`src/design/pbp_ram.sv`:
```
// ----------------------------------------------------------------------------
// Perceptron branch predictor RAM
// Simple dual-port synchronous RAM with one write port and a registered read.
// ----------------------------------------------------------------------------
module pbp_ram #(
  parameter int Width = 8,
  parameter int Depth = 256
) (
  input  logic                     clk_i,
  input  logic                     we_i,
  input  logic [$clog2(Depth)-1:0] waddr_i,
  input  logic [Width-1:0]         wdata_i,
  input  logic                     re_i,
  input  logic [$clog2(Depth)-1:0] raddr_i,
  output logic [Width-1:0]         rdata_o
);

  logic [Width-1:0] mem_q [Depth];
  logic [Width-1:0] rdata_q;

  always_ff @(posedge clk_i) begin
    if (we_i) begin
      mem_q[waddr_i] <= wdata_i;
    end
    if (re_i) begin
      rdata_q <= mem_q[raddr_i];
    end
  end

  assign rdata_o = rdata_q;

endmodule

```
`config.mk`:
```
export PLATFORM = sky130hd
export DESIGN_NAME = pbp_ram
export DESIGN_NICKNAME = d
export VERILOG_FILES = /design/src/design/pbp_ram.sv
export SDC_FILE = /design/constraint.sdc
export NUM_CORES = 2
export LEC_CHECK = 0
export BUFFER_PORTS_ARGS = -buffer_cell sky130_fd_sc_hd__buf_2
export CAP_MARGIN = 20
export CORE_MARGIN = 2
export CORE_UTILIZATION = 37
export DETAILED_ROUTE_END_ITERATION = 16
export HOLD_SLACK_MARGIN = 0.05
export PLACE_DENSITY = 0.57
export SETUP_SLACK_MARGIN = 0.05
export SLEW_MARGIN = 20
export SYNTH_ARGS = -nofsm -noshare
export SYNTH_HDL_FRONTEND = slang
export SYNTH_SLANG_ARGS = --single-unit
```
`constraint.sdc`:
```
create_clock -name clk_i -period 3.7 [get_ports clk_i]
set_input_delay 0.185 -clock clk_i [delete_from_list [all_inputs] [get_ports clk_i]]
set_output_delay 0.185 -clock clk_i [all_outputs]
set_load 0.02 [all_outputs]
```
### After elaboration in Yosys (flattened, before gate mapping)

Memories as Yosys holds them, arrays and structs flattened. A register that Yosys moved wholly into a read port is not among the register bits.
Index checks and enable logic that the tools add are counted.

| storage, ports and cells | value |
|---|---|
| register bits | 0 |
| RAM bits | 2048 |
| output and inout port bits | 8 |
| word-level logic and storage cells | 3 |
| memories | 1 |

| operators by class | value |
|---|---|
| multiplexer cells | 2 |

Memories:

| memory | words | bits a word | read ports | clocked after Yosys merged registers in | wr ports | line | text |
|---|---|---|---|---|---|---|---|
| mem_q | 256 | 8 | 1 | 1 | 1 | 18 | `logic [Width-1:0] mem_q [Depth];` |

Operator list:

| kind | number |
|---|---|
| 1-bit 2-to-1 mux | 2 |

### Logic depth before layout (Yosys ltp)

| depth | value |
|---|---|
| depth after elaboration | 2 |
| depth in mapped cells | 11 |

### Worst setup path before layout

No wires, ideal clock.

| path | value |
|---|---|
| path kind | in2reg |
| start | input port raddr_i[0] |
| end | register rdata_q[2], in the netlist rdata_o[2], read port of mem_q (data pin) |
| data arrival time | 1.992 ns |
| data required time | 3.431 ns |
| path slack | 1.439 ns |
| stages | 9 |
| buffers on the path | 4 |
| cell sequence | buf_6 buf_12 buf_8 buf_2 mux4_2 a22oi_1 a21oi_1 nor4_1 nor4_2 |

RTL lines:

| element | line | text |
|---|---|---|
| from (decl) | 14 | `input logic [$clog2(Depth)-1:0] raddr_i,` |
| to (decl) | 19 | `logic [Width-1:0] rdata_q;` |

==> reports/metrics.csv <==
metric;value;unit
nNetsFinal;4038;
synthMostInstantiatedCell;edfxtp_1;
swShare;0.217;
ctsResizeCount;0;
cts_setup_buffers;0;
power.internal;38.0;mW
ctsLongestPathBuffers;3;
drtIter0Drc;4307;
dr.pass1.iters;6;
die_w;468;um
worstPathArrival;3.73;ns
yosys_register_bits;2056;
power.density;533;nW/um2
clkSinkCount;2056;
initial_core_util;0.372;
place_inst;6628;
drc;0;
die_area;219000;um2
clkPwrFrac;0.420;
crit_family;compound AO/OA/AOI/OAI gates;
synthFlopType;edfxtp_1;
yosysWarnings;0;
worst-path-buf-inv;1;
critical_path_class;flip-flop to flip-flop;
routedWlPerCell;29.5;um
final-hold-violation-count;0;
finalSetupViolations;0;
dp_hpwl;130;mm
vias;38900;
ir_drop;0.540;mV
placementRows;170;
comb_power_share;0.051;
clock_skew;0.0545;ns
cap_violations;0;
place.gp.congestion;0.850;
met2_usage;0.303;
grt_busiest_layer;met2;
antenna_left;0;
tightest_slew;1.07;ns
synthToLayoutAreaGrowth;14.6;%
port_buffers;34;
status;completed;
final_cells;7024;
r2r_slack;0.55;ns
syn_area_per_cell;21.3;um2
worstPathRequired;4.28;ns
start_kind;flip-flop;
grt_pass1_wl;296;mm
synth.cell_area;79600;um2
min_path_cells;4;
core;214000;um2
antenna_found_initial;17;
numCtsBuffers;204;
cts_tree;built;
r2r-start;mem_q[66][3];
grtUsageMet1;0.260;
async_flop_share;0;
syn-num-nets;3760;
crit_chain;mux4_2 > a22o_1 > a221oi_1 > o32ai_1 > nor3_1 > buf_4 > nor4_1;
worstRegToRegCells;7;
fmax;317;MHz
drive_gt1_frac;0.250;
p_total;48.6;mW
cts_root_buffer;clkbuf_16;
rsz0062_at_grt;false;
min-delay-start;waddr_i[3];
setup_tns;0;ns
dieHeight;468;um
grt_pass1_vias;39900;
synth_seq_area_share;0.775;
fin_crit_sh;0.852;
globalRouteMet3Util;0.0341;
p_switching;10.6;mW
clkTransAtPathRegs;0.06;ns
synth_cells;3733;
grt-ovfl-total;0;
final_util;0.426;
synth_common_cells;edfxtp_1 (2,056), mux4_2 (454), nor2_1 (282);
slew_viol_final;0;
yosys.area.top_type;edfxtp_1;
htree_num_levels;4;
wl;207;mm
rr_endpoint;rdata_o[3];
seq_power_share;0.529;
synthTopCellsByArea;edfxtp_1 (78%), mux4_2 (13%), mux2i_1 (1.7%);
synth_cell_types;54;
crit_path_end_kind;flip-flop;
worstHoldEndpoint;mem_q[158][0];
critPathMaxFanout;1;
relSlewSlack;0.282;
worstHoldPathType;input pin to flip-flop;
min_period;3.15;ns
clk-insertion-delay-late;0.87;ns
synth_top_area_frac;0.775;
ios;35;
grt_usage;0.189;
slowest_delay;0.80;ns
p_leak;28.2;nW
synth_edf_count;2056;
vias_per_cell;5.53;
grt_max_degree;143;
cpMaxStageDelayCell;a221oi_1;
ctsHoldBuffers;13;
cells in the final DEF, fill, tap and decap left out, types with 8 or more instances in the layout:
master | netlist | routed
clkinv_2 | 0 | 36
bufinv_16 | 0 | 18
buf_8 | 13 | 10
clkbuf_16 | 0 | 204
o22ai_1 | 28 | 28
a221oi_1 | 13 | 13
buf_2 | 31 | 22
a22o_1 | 8 | 8
o21ai_0 | 10 | 10
clkinv_16 | 0 | 12
nand2b_1 | 8 | 8
clkbuf_1 | 111 | 46
buf_12 | 8 | 34
nor2b_1 | 31 | 28
nor3_1 | 22 | 22
edfxtp_1 | 2056 | 2056
mux4_2 | 454 | 454
nand3_1 | 34 | 34
nand4_1 | 10 | 10
nor2_1 | 282 | 279
a211oi_1 | 16 | 16
o211ai_1 | 10 | 10
dlygate4sd3_1 | 0 | 13
o221ai_1 | 46 | 46
nand2_1 | 33 | 33
clkinv_1 | 1 | 49
a22oi_1 | 133 | 133
mux2i_1 | 134 | 134
a21oi_1 | 96 | 96
buf_4 | 27 | 224
nor4_1 | 24 | 24
diode_2 | 0 | 9
power groups by stage:
| stage | combinational [mW] | clock, mW | sequential [mW] |
|---|---|---|---|
| 2_1_floorplan | 1.25 | 0 | 26.2 |
| 3_3_place_gp | 2.45 | 0 | 26.2 |
| 3_5_place_dp | 2.47 | 0 | 26.2 |
| 4_1_cts | 2.49 | 20.8 | 25.7 |
| 5_1_grt | 2.60 | 21.7 | 25.7 |
| 6_report | 2.46 | 20.4 | 25.7 |
stage by stage:
step / instance area, um2 / hold WS, ns / setup WS [ns]
after floorplan: 79600 / 0.284 / 1.44
after global placement: 84400 / 0.558 / 0.0333
after detailed placement: 84400 / 0.556 / 0.0364
after CTS: 91200 / 0.0568 / 0.664
after global routing: 91200 / 0.0918 / 0.469
final: 91300 / 0.121 / 0.548
kinds of logic (layout without fill, tap and decap cells):
| logic type | count (synthesis) | after routing | share of synthesized area |
|---|---|---|---|
| multiplexers | 591 | 591 | 0.146 |
| flip-flops | 2056 | 2056 | 0.775 |
| buffers and inverters | 235 | 679 | 0.0183 |
| AO/OA/AOI/OAI | 385 | 385 | 0.0342 |
| AND/OR/NAND/NOR | 466 | 466 | 0.0263 |
| other | 0 | 9 | 0 |
worst max path at each step:
stage	startpoint	end	slack [ns]	cells past startpoint
2_1_floorplan	raddr_i[0]	rdata_o[2]	1.44	9
3_3_place_gp	raddr_i[0]	rdata_o[5]	0.03	10
3_5_place_dp	raddr_i[0]	rdata_o[5]	0.04	10
4_1_cts	mem_q[66][3]	rdata_o[3]	0.66	7
5_1_grt	mem_q[66][3]	rdata_o[3]	0.47	7
6_report	mem_q[66][3]	rdata_o[3]	0.55	7
metal layers:
metal  wire, um  part of all wire
met3      14300             0.069
met4       6670             0.032
met1      85300              0.41
met2     101000              0.49
met5          8          0.000039
worst reg2reg max path: cells and delay by family, from the launching register on:
kind                   cells  cell delay, ns
DFF                        1            0.37
and+or+nand+nor            2            0.49
AOI/OAI and AO/OA          3            1.26
buffers and inverters      1            0.22
muxes                      1            0.53
state kept, by name, indices dropped and copies added (netlist names):
signal   flops
mem_q     2048
rdata_o      8
cell type report:
class | instances | area [um2]
Fill cell | 18400 | 123000
Sequential cell | 2056 | 61700
Multi-Input combinational cell | 1442 | 16500
Clock buffer | 250 | 5280
Tap cell | 2838 | 3550
Timing Repair Buffer | 305 | 2810
Clock inverter | 122 | 1360
Antenna cell | 9 | 22.5
Inverter | 2 | 7.51
(Power assumes the default switching activity.)
